===== src/lfdt_pkg.sv =====
package lfdt_pkg;

    localparam int DEF_MAX_DESCRIPTORS = 64;
    localparam int DEF_HANDLE_BITS     = 32;

    // The occupancy bitmap is searched one row at a time.
    localparam int ROW_BITS = 8;
    localparam int ROW_LOG  = 3;

    // Widest slot index over the supported capacity range (up to 1024 slots).
    localparam int SLOT_IDX_MAX_W = 10;

    typedef enum logic [1:0] {
        REQ_ASSIGN  = 2'd0,
        REQ_RELEASE = 2'd1,
        REQ_RESOLVE = 2'd2
    } req_t;

    typedef enum logic [1:0] {
        ST_OK    = 2'd0,
        ST_BADFD = 2'd1,
        ST_FULL  = 2'd2
    } status_t;

    typedef enum logic {
        S_IDLE = 1'b0,
        S_EXEC = 1'b1
    } state_t;

    typedef struct packed {
        logic                      set;
        logic                      clr;
        logic [SLOT_IDX_MAX_W-1:0] idx;
    } slot_upd_t;

endpackage


===== src/lowest_free_descriptor_table_top.sv =====
// Channel   Dir  tdata                                          tuser
// s_*       in   [15:0] descriptor, [47:16] handle_in           [1:0] req_type
// m_*       out  [5:0] descriptor_out, [37:6] handle_out,       [1:0] status
//                [44:38] open_count_out
//
// In the accept cycle a request reads the handle memory and picks the lowest
// row of the occupancy bitmap with a free slot; in the execute state it finds
// the slot within that row, writes back and loads the output register.
// Reset clears the occupancy bits and the count at once; the handle memory is
// not cleared. A request waits in the execute state while the output register
// holds a beat that has not been taken.
module lowest_free_descriptor_table_top #(
    parameter int MAX_DESCRIPTORS = lfdt_pkg::DEF_MAX_DESCRIPTORS,
    parameter int HANDLE_BITS     = lfdt_pkg::DEF_HANDLE_BITS
) (
    input  logic        clk,
    input  logic        rst_n,
    input  logic        s_tvalid,
    output logic        s_tready,
    input  logic [47:0] s_tdata,   // descriptor, handle_in
    input  logic [1:0]  s_tuser,   // req_type
    output logic        m_tvalid,
    input  logic        m_tready,
    output logic [47:0] m_tdata,   // descriptor_out, handle_out, open_count_out
    output logic [1:0]  m_tuser    // status
);

    localparam int IDX_W = (MAX_DESCRIPTORS > 1) ? $clog2(MAX_DESCRIPTORS) : 1;
    localparam int CNT_W = $clog2(MAX_DESCRIPTORS + 1);
    localparam int ROWS  = (MAX_DESCRIPTORS + lfdt_pkg::ROW_BITS - 1) / lfdt_pkg::ROW_BITS;
    localparam int ROW_W = (ROWS > 1) ? $clog2(ROWS) : 1;

    lfdt_pkg::state_t   state_reg, state_next;
    lfdt_pkg::req_t     req_reg;
    logic               bad_reg;
    logic [IDX_W-1:0]   idx_reg;
    logic [HANDLE_BITS-1:0] handle_reg;
    logic [CNT_W-1:0]   cnt_reg, cnt_next;

    logic               m_valid_reg, m_valid_next;
    lfdt_pkg::status_t  status_reg, status_next;
    logic [5:0]         dout_reg, dout_next;
    logic [31:0]        hout_reg, hout_next;
    logic [6:0]         ocnt_reg, ocnt_next;
    logic               load_out;

    logic               accept;
    logic [HANDLE_BITS+31:0] handle_ext;
    logic               desc_bad;
    logic [IDX_W-1:0]   desc_idx;

    lfdt_pkg::slot_upd_t upd;
    logic               query_valid;
    logic [IDX_W-1:0]   free_idx;
    logic               ram_we;
    logic [HANDLE_BITS-1:0] ram_rdata;

    logic [IDX_W+5:0]       free_ext;
    logic [HANDLE_BITS+31:0] rdata_ext;
    logic [CNT_W+6:0]       cnt_ext;

    assign accept     = s_tvalid && s_tready;
    assign handle_ext = {{HANDLE_BITS{1'b0}}, s_tdata[47:16]};
    assign desc_idx   = s_tdata[IDX_W-1:0];
    assign desc_bad   = s_tdata[15] || ({1'b0, s_tdata[14:0]} >= 16'(MAX_DESCRIPTORS));

    always_ff @(posedge clk)
    begin
        if (accept)
        begin
            req_reg    <= lfdt_pkg::req_t'(s_tuser);
            bad_reg    <= desc_bad;
            idx_reg    <= desc_idx;
            handle_reg <= handle_ext[HANDLE_BITS-1:0];
        end
    end

    lfdt_handle_ram #(
        .DEPTH  (MAX_DESCRIPTORS),
        .DATA_W (HANDLE_BITS),
        .ADDR_W (IDX_W)
    ) u_ram (
        .clk   (clk),
        .we    (ram_we),
        .waddr (free_idx),
        .wdata (handle_reg),
        .re    (accept),
        .raddr (desc_idx),
        .rdata (ram_rdata)
    );

    lfdt_slot_map #(
        .MAX_DESCRIPTORS (MAX_DESCRIPTORS),
        .IDX_W           (IDX_W),
        .ROWS            (ROWS),
        .ROW_W           (ROW_W)
    ) u_map (
        .clk         (clk),
        .rst_n       (rst_n),
        .search_en   (accept),
        .upd         (upd),
        .query_idx   (idx_reg),
        .query_valid (query_valid),
        .free_idx    (free_idx)
    );

    assign free_ext  = {6'b0, free_idx};
    assign rdata_ext = {32'b0, ram_rdata};

    always_comb
    begin
        state_next   = state_reg;
        cnt_next     = cnt_reg;
        status_next  = status_reg;
        dout_next    = dout_reg;
        hout_next    = hout_reg;
        upd          = '0;
        ram_we       = 1'b0;
        load_out     = 1'b0;
        s_tready     = 1'b0;
        m_valid_next = m_valid_reg && !m_tready;

        case (state_reg)
            lfdt_pkg::S_IDLE:
            begin
                s_tready = 1'b1;
                if (s_tvalid)
                begin
                    state_next = lfdt_pkg::S_EXEC;
                end
            end
            lfdt_pkg::S_EXEC:
            begin
                if (!m_valid_reg || m_tready)
                begin
                    load_out     = 1'b1;
                    m_valid_next = 1'b1;
                    state_next   = lfdt_pkg::S_IDLE;
                    status_next  = lfdt_pkg::ST_OK;
                    dout_next    = '0;
                    hout_next    = '0;
                    case (req_reg)
                        lfdt_pkg::REQ_ASSIGN:
                        begin
                            if (cnt_reg < CNT_W'(MAX_DESCRIPTORS))
                            begin
                                dout_next = free_ext[5:0];
                                ram_we    = 1'b1;
                                upd.set   = 1'b1;
                                upd.idx[IDX_W-1:0] = free_idx;
                                cnt_next  = cnt_reg + CNT_W'(1);
                            end
                            else
                            begin
                                status_next = lfdt_pkg::ST_FULL;
                            end
                        end
                        lfdt_pkg::REQ_RELEASE,
                        lfdt_pkg::REQ_RESOLVE:
                        begin
                            if (!bad_reg && query_valid)
                            begin
                                hout_next = rdata_ext[31:0];
                                if (req_reg == lfdt_pkg::REQ_RELEASE)
                                begin
                                    upd.clr = 1'b1;
                                    upd.idx[IDX_W-1:0] = idx_reg;
                                    cnt_next = cnt_reg - CNT_W'(1);
                                end
                            end
                            else
                            begin
                                status_next = lfdt_pkg::ST_BADFD;
                            end
                        end
                        default:
                        begin
                            status_next = lfdt_pkg::ST_BADFD;
                        end
                    endcase
                end
            end
            default:
            begin
                state_next = lfdt_pkg::S_IDLE;
            end
        endcase

        cnt_ext   = {7'b0, cnt_next};
        ocnt_next = load_out ? cnt_ext[6:0] : ocnt_reg;
    end

    always_ff @(posedge clk or negedge rst_n)
    begin
        if (!rst_n)
        begin
            state_reg   <= lfdt_pkg::S_IDLE;
            cnt_reg     <= '0;
            m_valid_reg <= 1'b0;
        end
        else
        begin
            state_reg   <= state_next;
            cnt_reg     <= cnt_next;
            m_valid_reg <= m_valid_next;
        end
    end

    always_ff @(posedge clk)
    begin
        status_reg <= status_next;
        dout_reg   <= dout_next;
        hout_reg   <= hout_next;
        ocnt_reg   <= ocnt_next;
    end

    assign m_tvalid = m_valid_reg;
    assign m_tuser  = status_reg;
    assign m_tdata  = {3'b000, ocnt_reg, hout_reg, dout_reg};

endmodule


===== src/lfdt_handle_ram.sv =====
module lfdt_handle_ram #(
    parameter int DEPTH  = lfdt_pkg::DEF_MAX_DESCRIPTORS,
    parameter int DATA_W = lfdt_pkg::DEF_HANDLE_BITS,
    parameter int ADDR_W = 6
) (
    input  logic              clk,
    input  logic              we,
    input  logic [ADDR_W-1:0] waddr,
    input  logic [DATA_W-1:0] wdata,
    input  logic              re,
    input  logic [ADDR_W-1:0] raddr,
    output logic [DATA_W-1:0] rdata
);

    logic [DATA_W-1:0] mem [DEPTH];
    logic [DATA_W-1:0] rdata_reg;

    always_ff @(posedge clk)
    begin
        if (we)
        begin
            mem[waddr] <= wdata;
        end
    end

    // Read data holds until the next read, so a stalled request keeps it.
    always_ff @(posedge clk)
    begin
        if (re)
        begin
            rdata_reg <= mem[raddr];
        end
    end

    assign rdata = rdata_reg;

endmodule


===== src/lfdt_slot_map.sv =====
module lfdt_slot_map #(
    parameter int MAX_DESCRIPTORS = lfdt_pkg::DEF_MAX_DESCRIPTORS,
    parameter int IDX_W           = 6,
    parameter int ROWS            = 8,
    parameter int ROW_W           = 3
) (
    input  logic                clk,
    input  logic                rst_n,
    input  logic                search_en,
    input  lfdt_pkg::slot_upd_t upd,
    input  logic [IDX_W-1:0]    query_idx,
    output logic                query_valid,
    output logic [IDX_W-1:0]    free_idx
);

    localparam int PAD = ROWS * lfdt_pkg::ROW_BITS;

    logic [MAX_DESCRIPTORS-1:0]            valid_reg;
    logic [MAX_DESCRIPTORS-1:0]            valid_next;
    logic [PAD-1:0]                        padded;
    logic [ROWS-1:0]                       row_full;
    logic [ROW_W-1:0]                      first_row;
    logic [ROW_W-1:0]                      row_reg;
    logic [ROW_W+lfdt_pkg::ROW_LOG-1:0]    row_base;
    logic [lfdt_pkg::ROW_BITS-1:0]         row_bits;
    logic [lfdt_pkg::ROW_LOG-1:0]          bit_sel;
    logic [ROW_W+lfdt_pkg::ROW_LOG-1:0]    free_wide;

    // Slots past the capacity read as occupied so they are never handed out.
    always_comb
    begin
        padded = '1;
        padded[MAX_DESCRIPTORS-1:0] = valid_reg;
        for (int r = 0; r < ROWS; r++)
        begin
            row_full[r] = &padded[r*lfdt_pkg::ROW_BITS +: lfdt_pkg::ROW_BITS];
        end
    end

    always_comb
    begin
        first_row = '0;
        for (int r = ROWS - 1; r >= 0; r--)
        begin
            if (!row_full[r])
            begin
                first_row = ROW_W'(r);
            end
        end
    end

    // The row is picked in the accept cycle and registered; the bit is then picked from the registered row.
    always_ff @(posedge clk)
    begin
        if (search_en)
        begin
            row_reg <= first_row;
        end
    end

    always_comb
    begin
        row_base = {row_reg, {lfdt_pkg::ROW_LOG{1'b0}}};
        row_bits = padded[row_base +: lfdt_pkg::ROW_BITS];
        bit_sel  = '0;
        for (int b = lfdt_pkg::ROW_BITS - 1; b >= 0; b--)
        begin
            if (!row_bits[b])
            begin
                bit_sel = lfdt_pkg::ROW_LOG'(b);
            end
        end
        free_wide = {row_reg, bit_sel};
    end

    assign free_idx    = free_wide[IDX_W-1:0];
    assign query_valid = valid_reg[query_idx];

    always_comb
    begin
        valid_next = valid_reg;
        if (upd.set)
        begin
            valid_next[upd.idx[IDX_W-1:0]] = 1'b1;
        end
        if (upd.clr)
        begin
            valid_next[upd.idx[IDX_W-1:0]] = 1'b0;
        end
    end

    always_ff @(posedge clk or negedge rst_n)
    begin
        if (!rst_n)
        begin
            valid_reg <= '0;
        end
        else
        begin
            valid_reg <= valid_next;
        end
    end

endmodule

===== config.mk =====
export PLATFORM = sky130hd
export DESIGN_NAME = lowest_free_descriptor_table_top
export DESIGN_NICKNAME = d
export VERILOG_FILES = /design/src/lfdt_pkg.sv /design/src/lowest_free_descriptor_table_top.sv /design/src/lfdt_handle_ram.sv /design/src/lfdt_slot_map.sv
export SDC_FILE = /design/constraint.sdc
export NUM_CORES = 2
export LEC_CHECK = 0
export BUFFER_PORTS_ARGS = -buffer_cell sky130_fd_sc_hd__buf_4
export CORE_MARGIN = 2
export CORE_UTILIZATION = 63
export DETAILED_ROUTE_END_ITERATION = 7
export GPL_TIMING_DRIVEN = 1
export PLACE_DENSITY = 0.8
export SYNTH_ARGS = -nofsm -noshare
export SYNTH_HDL_FRONTEND = slang
export SYNTH_SLANG_ARGS = --single-unit

===== constraint.sdc =====
create_clock -name clk -period 10.3 [get_ports clk]
set_clock_uncertainty 0.15 [all_clocks]
set_input_delay 2.06 -clock clk [delete_from_list [all_inputs] [get_ports clk]]
set_output_delay 2.06 -clock clk [all_outputs]
set_load 0.01 [all_outputs]

Word-level counts from Yosys, hierarchy flattened
Memories as Yosys holds them, arrays and structs flattened. A register that Yosys moved wholly into a read port is not among the register bits.
Index checks and enable logic that the tools add are counted.
{"block": "totals", "memories": 1, "input_bits": 54, "wordCells": 108, "regBits": 164, "ramBits": 2048, "output_inout_bits": 52}
{"block": "classes", "muxes": 55, "shifts": 1, "magnitude_cmp": 5, "reduce_logical": 23, "n_eq_ne": 2, "addsub": 2, "bitwise_logic": 4}
{"name": "u_ram.mem", "words": 64, "width": 32, "rd": 1, "rd_ports_with_merged_regs": 1, "write_ports": 1, "line_no": "lfdt_handle_ram.sv:15", "source": "logic [DATA_W-1:0] mem [DEPTH];"}
{"op": "$mux 64", "n": 2}
{"op": "$and 64x64->64", "n": 1}
{"op": "$not 64->64", "n": 1}
{"op": "$or 64x64->64", "n": 1}
{"op": "$reduce_and 8->1", "n": 8}
{"op": "$shiftx 64x7->8", "n": 1}
{"op": "$mux 3", "n": 12}
{"op": "$mux 7", "n": 5}
{"op": "$reduce_and 32->1", "n": 1}
{"op": "$mux 6", "n": 5}
{"op": "$mux 1", "n": 20}
{"op": "$reduce_and 16->1", "n": 1}
{"op": "$ge 15x7->1 const B", "n": 1}
{"op": "$lt 6x7->1 const B", "n": 2}
{"op": "$pmux 7 s2", "n": 1}
{"op": "$pmux 6 s2", "n": 1}
{"op": "$mux 2", "n": 5}
{"op": "$add 7x1->7 const B", "n": 1}
{"op": "$lt 7x7->1 const B", "n": 1}
{"op": "$sub 7x1->7 const B", "n": 1}
{"op": "$bmux 1 s6", "n": 1}
{"op": "$demux 1 s6", "n": 1}
{"op": "$ge 6x1->1 const B", "n": 1}
{"op": "$logic_and 1x1->1", "n": 4}
{"op": "other kinds (10)", "n": 14}

Depth between registers and ports, before layout
{"block": "logic_depth", "word_depth": 21, "ltp_mapped": 15}

Cells and area by module
Synthesis repeated with hierarchy kept, for this count alone.
{"block": "unflattened", "cells_unflattened": 3931, "hier_area_um2": 86525.5}
{"mod": "lfdt_handle_ram", "seq_area_each_um2": 62459.9, "area_per_inst_um2": 78835.6, "instances": 1, "cells_each": 3324}
{"mod": "lfdt_slot_map", "seq_area_each_um2": 1691.6, "area_per_inst_um2": 3903.7, "instances": 1, "cells_each": 360}
{"mod": "lowest_free_descriptor_table_top", "seq_area_each_um2": 2867.8, "area_per_inst_um2": 3786.1, "instances": 1, "cells_each": 247}

Least setup slack after synthesis
Ideal clock, no wire load.
{"block": "synth_timing", "path_kind": "input to register", "start": "input s_tvalid", "end": "register bad_reg, enable pin", "t_arrival_ps": 5387, "slack_ps": 4243, "cell_stages": 1, "path_buffers": 0, "setup_ps": 520, "cell_sequence": "nor2b_1"}
{"block": "synth_via", "elab_chain_cells": 1}
{"item": "start: declaration", "line_no": "lowest_free_descriptor_table_top.sv:18", "source": "input logic s_tvalid,"}
{"item": "$logic_and 1x1->1", "line_no": "lowest_free_descriptor_table_top.sv:62", "source": "assign accept = s_tvalid && s_tready;"}
{"item": "end signal: assignment", "line_no": "lowest_free_descriptor_table_top.sv:72", "source": "bad_reg <= desc_bad;"}
{"item": "end: declaration", "line_no": "lowest_free_descriptor_table_top.sv:35", "source": "logic bad_reg;"}
No other way between the ends.
A chain may end at the register's enable or synchronous reset.

Final worst setup path
{"block": "layout_timing", "start": "register u_map.row_reg[1]", "end": "memory u_ram.mem[14][2] (netlist name), enable pin"}
{"block": "layout_via", "elab_chain_cells": 9}
{"item": "start: declaration", "line_no": "lfdt_slot_map.sv:23", "source": "logic [ROW_W-1:0] row_reg;"}
{"item": "start signal: assignment", "line_no": "lfdt_slot_map.sv:57", "source": "row_reg <= first_row;"}
{"item": "$shiftx 64x7->8", "line_no": "lfdt_slot_map.sv:64", "source": "row_bits = padded[row_base +: lfdt_pkg::ROW_BITS];"}
{"item": "$mux 3 (8 in series)", "line_no": "lfdt_slot_map.sv:68", "source": "if (!row_bits[b])"}
{"item": "end: declaration", "line_no": "lfdt_handle_ram.sv:15"}
Several ways; a longest one is shown, not always the timed one.

==> run_results.csv <==
group,metric,value,unit
layout,n_fill_cell,7387,
timing,max_clock_freq,153,MHz
power,p_int,15.4,mW
floorplan,die_area,0.141,mm2
power,leakagePower,30.7,nW
synth,synth_top_area_share,74.9,%
floorplan,ios,106,
drt,ant_nets,0,
cts,cts_buffers,212,
synth,async_flop_share,3.25,%
timing,drv_slew,0,
worst_setup_path,cp.required,10.61,ns
cts,cts-root-buf,"clkbuf_16",
floorplan,core,0.137,mm2
timing,rsz0062_at_grt,"no",
synth,synth_xor_area_share,0,%
timing,setup_ws,3.78,ns
cts,clock-sinks,2244,
hold_path,hp-class,"flip-flop to flip-flop",
placed_design,place_hpwl,124000,um
drt,wire_per_inst,42.8,um
placed_design,dp_slack,4.02,ns
synth,synth_seq_area_share,77.0,%
synth,yosys.area_share.simple,1.83,%
layout,area_growth,12.2,%
worst_setup_path,slowest_stage,"nor2_4",
layout,n_antenna_cell,0,
worst_setup_path,critPathKind,"flip-flop to flip-flop",
floorplan,fp.dieW,376,um
worst_setup_path,arrival,6.83,ns
flow_run,cap_violations,0,
placed_design,gp_congestion,0.929,
synth,syn-cell-area,0.0870,mm2
power,p_per_area,207,mW/mm2
floorplan,dieHeight,376,um
layout,final_common_cell,"edfxtp_1",
layout,largest_reg_flops,2048,
global_route,grt_start_max_net_pins,154,
drt,vias_per_cell,7.59,
worst_setup_path,crit_path_cell_trace,"buf_4 -> mux4_2 -> mux2i_1 -> or2_1 -> o41a_1 -> nand4_1 -> nor2_4",
timing,maxSlewHeadroom,6.10,%
timing,worstMarginPinSlew,1.41,ns
timing,finalSetupTns,0,ns
synth,postSynthAreaPerCell,23.3,um2
cts,postCtsSetupBuffers,0,
global_route,antenna_found_initial,23,
floorplan,rows,136,
power,comb_power_share,8.0,%
timing,period_share,63.3,%
floorplan,initial_core_util,63.4,%
timing,finalHoldViolations,0,
synth,synth-adder-area-share,0.0719,%
timing,finalSetupViolations,0,
cts,max-clock-path-buffers,3,
worst_setup_path,crit_path_max_fanout,32,
synth,yosysWarningCount,0,
worst_setup_path,crit_path_end_kind,"flip-flop",
cts,postCtsHoldBufs,0,
global_route,track_usage,36.7,%
timing,hold_ws,0.375,ns
power,p_switching,4.76,mW
cts,h-tree-depth,4,
synth,synth_edf_count,2171,
synth,muxShareOfSynthArea,18.3,%
worst_setup_path,critPathLaunchType,"flip-flop",
power,peakVddDrop,0.176,mV
drt,drtPass1Iterations,8,
cts,clock_latency,0.87,ns
drt,drtIter0Drc,8092,
cts,cts_resized,0,
timing,period_minus_slack,6.52,ns
layout,final_cell_mix,"edfxtp_1, mux4_2, clkbuf_16",
layout,largest-register,"u_ram.mem",
synth,synth_compound_area_share,1.73,%
worst_setup_path,max_stage_delay,1.50,ns
drt,drc,0,
drt,finalWirelength,255000,um
synth,synthCells,3739,
global_route,grt_pass1_vias,45100,
synth,synth_top_flop_cell,"edfxtp_1",
synth,synth.largest_area_cell,"edfxtp_1",
layout,drive_above_1_share,31.5,%
synth,synthTopCellsByArea,"edfxtp_1, mux4_2, dfrtp_1",
global_route,grt_pass1_wl,354000,um
synth,synth_top_family_by_area,"multiplexers",
synth,ys_types,75,
cts,clk_pin_slew,0.07,ns
drt,num_vias,45200,
layout,instances_no_fill,5956,
placed_design,place_inst,5560,
placed_design,port_buffers,102,
cts,cts_tree,"yes",
power,p_clk_share,39.5,%
power,p_sw_share,23.6,%
power,seqPwrFrac,52.5,%
outcome,run_status,"complete, no violations",
global_route,grt_overflow,0,
synth,synth_seq_cells,2244,
layout,nets,4039,
final timing paths:
| kind | startpoint | end | slack [ns] | cells past startpoint |
|---|---|---|---|---|
| max | u_map.row_reg[1] | u_ram.mem[14][2] | 3.78 | 7 |
| min | u_ram.rdata[9] | hout_reg[9] | 0.38 | 1 |
| max reg2reg | u_map.row_reg[1] | u_ram.mem[14][2] | 3.78 | 7 |
| min reg2reg | u_ram.rdata[9] | hout_reg[9] | 0.38 | 1 |
| max in group asynchronous | rst_n | u_map.padded[1] | 8.14 | 1 |
| min in group asynchronous | rst_n | u_map.padded[26] | 1.20 | 1 |
synth_stat cells, types with 7 or more instances:
library cell / instances
nand2b_1: 10
mux2_2: 15
mux4_2: 676
nand4_1: 20
nor2_1: 110
buf_6: 7
mux2i_1: 51
a21boi_0: 7
o21ai_0: 18
dfrtp_1: 73
a21oi_1: 106
inv_1: 16
nand3b_1: 8
a22oi_1: 20
a31oi_1: 22
nand3_1: 22
buf_4: 14
buf_2: 16
clkbuf_1: 102
buf_1: 59
and2_1: 40
nor3_1: 9
edfxtp_1: 2171
nand2_1: 43
nor2b_1: 13
cell type report:
class                      instances  area [um2]  share of cell area (%)
sequential                      2244       67000                    68.6
multi-input combinational       1282       19600                    20.0
clock buffer                     261        5540                    5.67
tap                             1794        2240                    2.30
timing repair buffer             224        1800                    1.84
clock inverter                   135        1420                    1.45
inverter                          16        60.1                  0.0615
metrics by stage:
| stage | power [mW] | utilization (%) | cell area (um2) |
|---|---|---|---|
| 2_1_floorplan | 11.7 | - | 87000 |
| 3_3_place_gp | 12.3 | 66.0 | 90700 |
| 3_5_place_dp | 12.3 | 66.0 | 90700 |
| 4_1_cts | 20.2 | 71.1 | 97700 |
| 5_1_grt | 20.6 | 71.1 | 97700 |
| 6_report | 20.2 | 71.1 | 97700 |
power by group through the flow:
stage          Clock (mW)  Sequential, mW  Combinational, mW
4_1_cts              7.99            10.6               1.59
6_report             7.97            10.6               1.61
3_5_place_dp            0            10.8               1.55
2_1_floorplan           0            10.9              0.713
5_1_grt              8.29            10.6               1.68
3_3_place_gp            0            10.8               1.50
critical path, delay by kind of cell, from the launching register on:
| kind | cells | cell delay (ns) |
|---|---|---|
| buf+inv | 1 | 0.38 |
| flops | 1 | 0.47 |
| mux | 2 | 0.84 |
| compound gates | 1 | 0.64 |
| simple gates | 3 | 3.56 |
kinds of logic after synthesis:
family,Yosys count
flops,2244
simple gates,307
other cells,1
buf+inv,215
mux,742
fa+ha+maj,5
compound gates,225
routing by layer:
metal  up-vias  GRT usage, %  wire length, um
met5         -             0              158
met4        24          18.3            14800
met3       820          9.15            32500
met2      4231          58.5           125000
met1     23600          48.0            82500
li1      16500             -                -
Power figures use the tool's default switching activity.
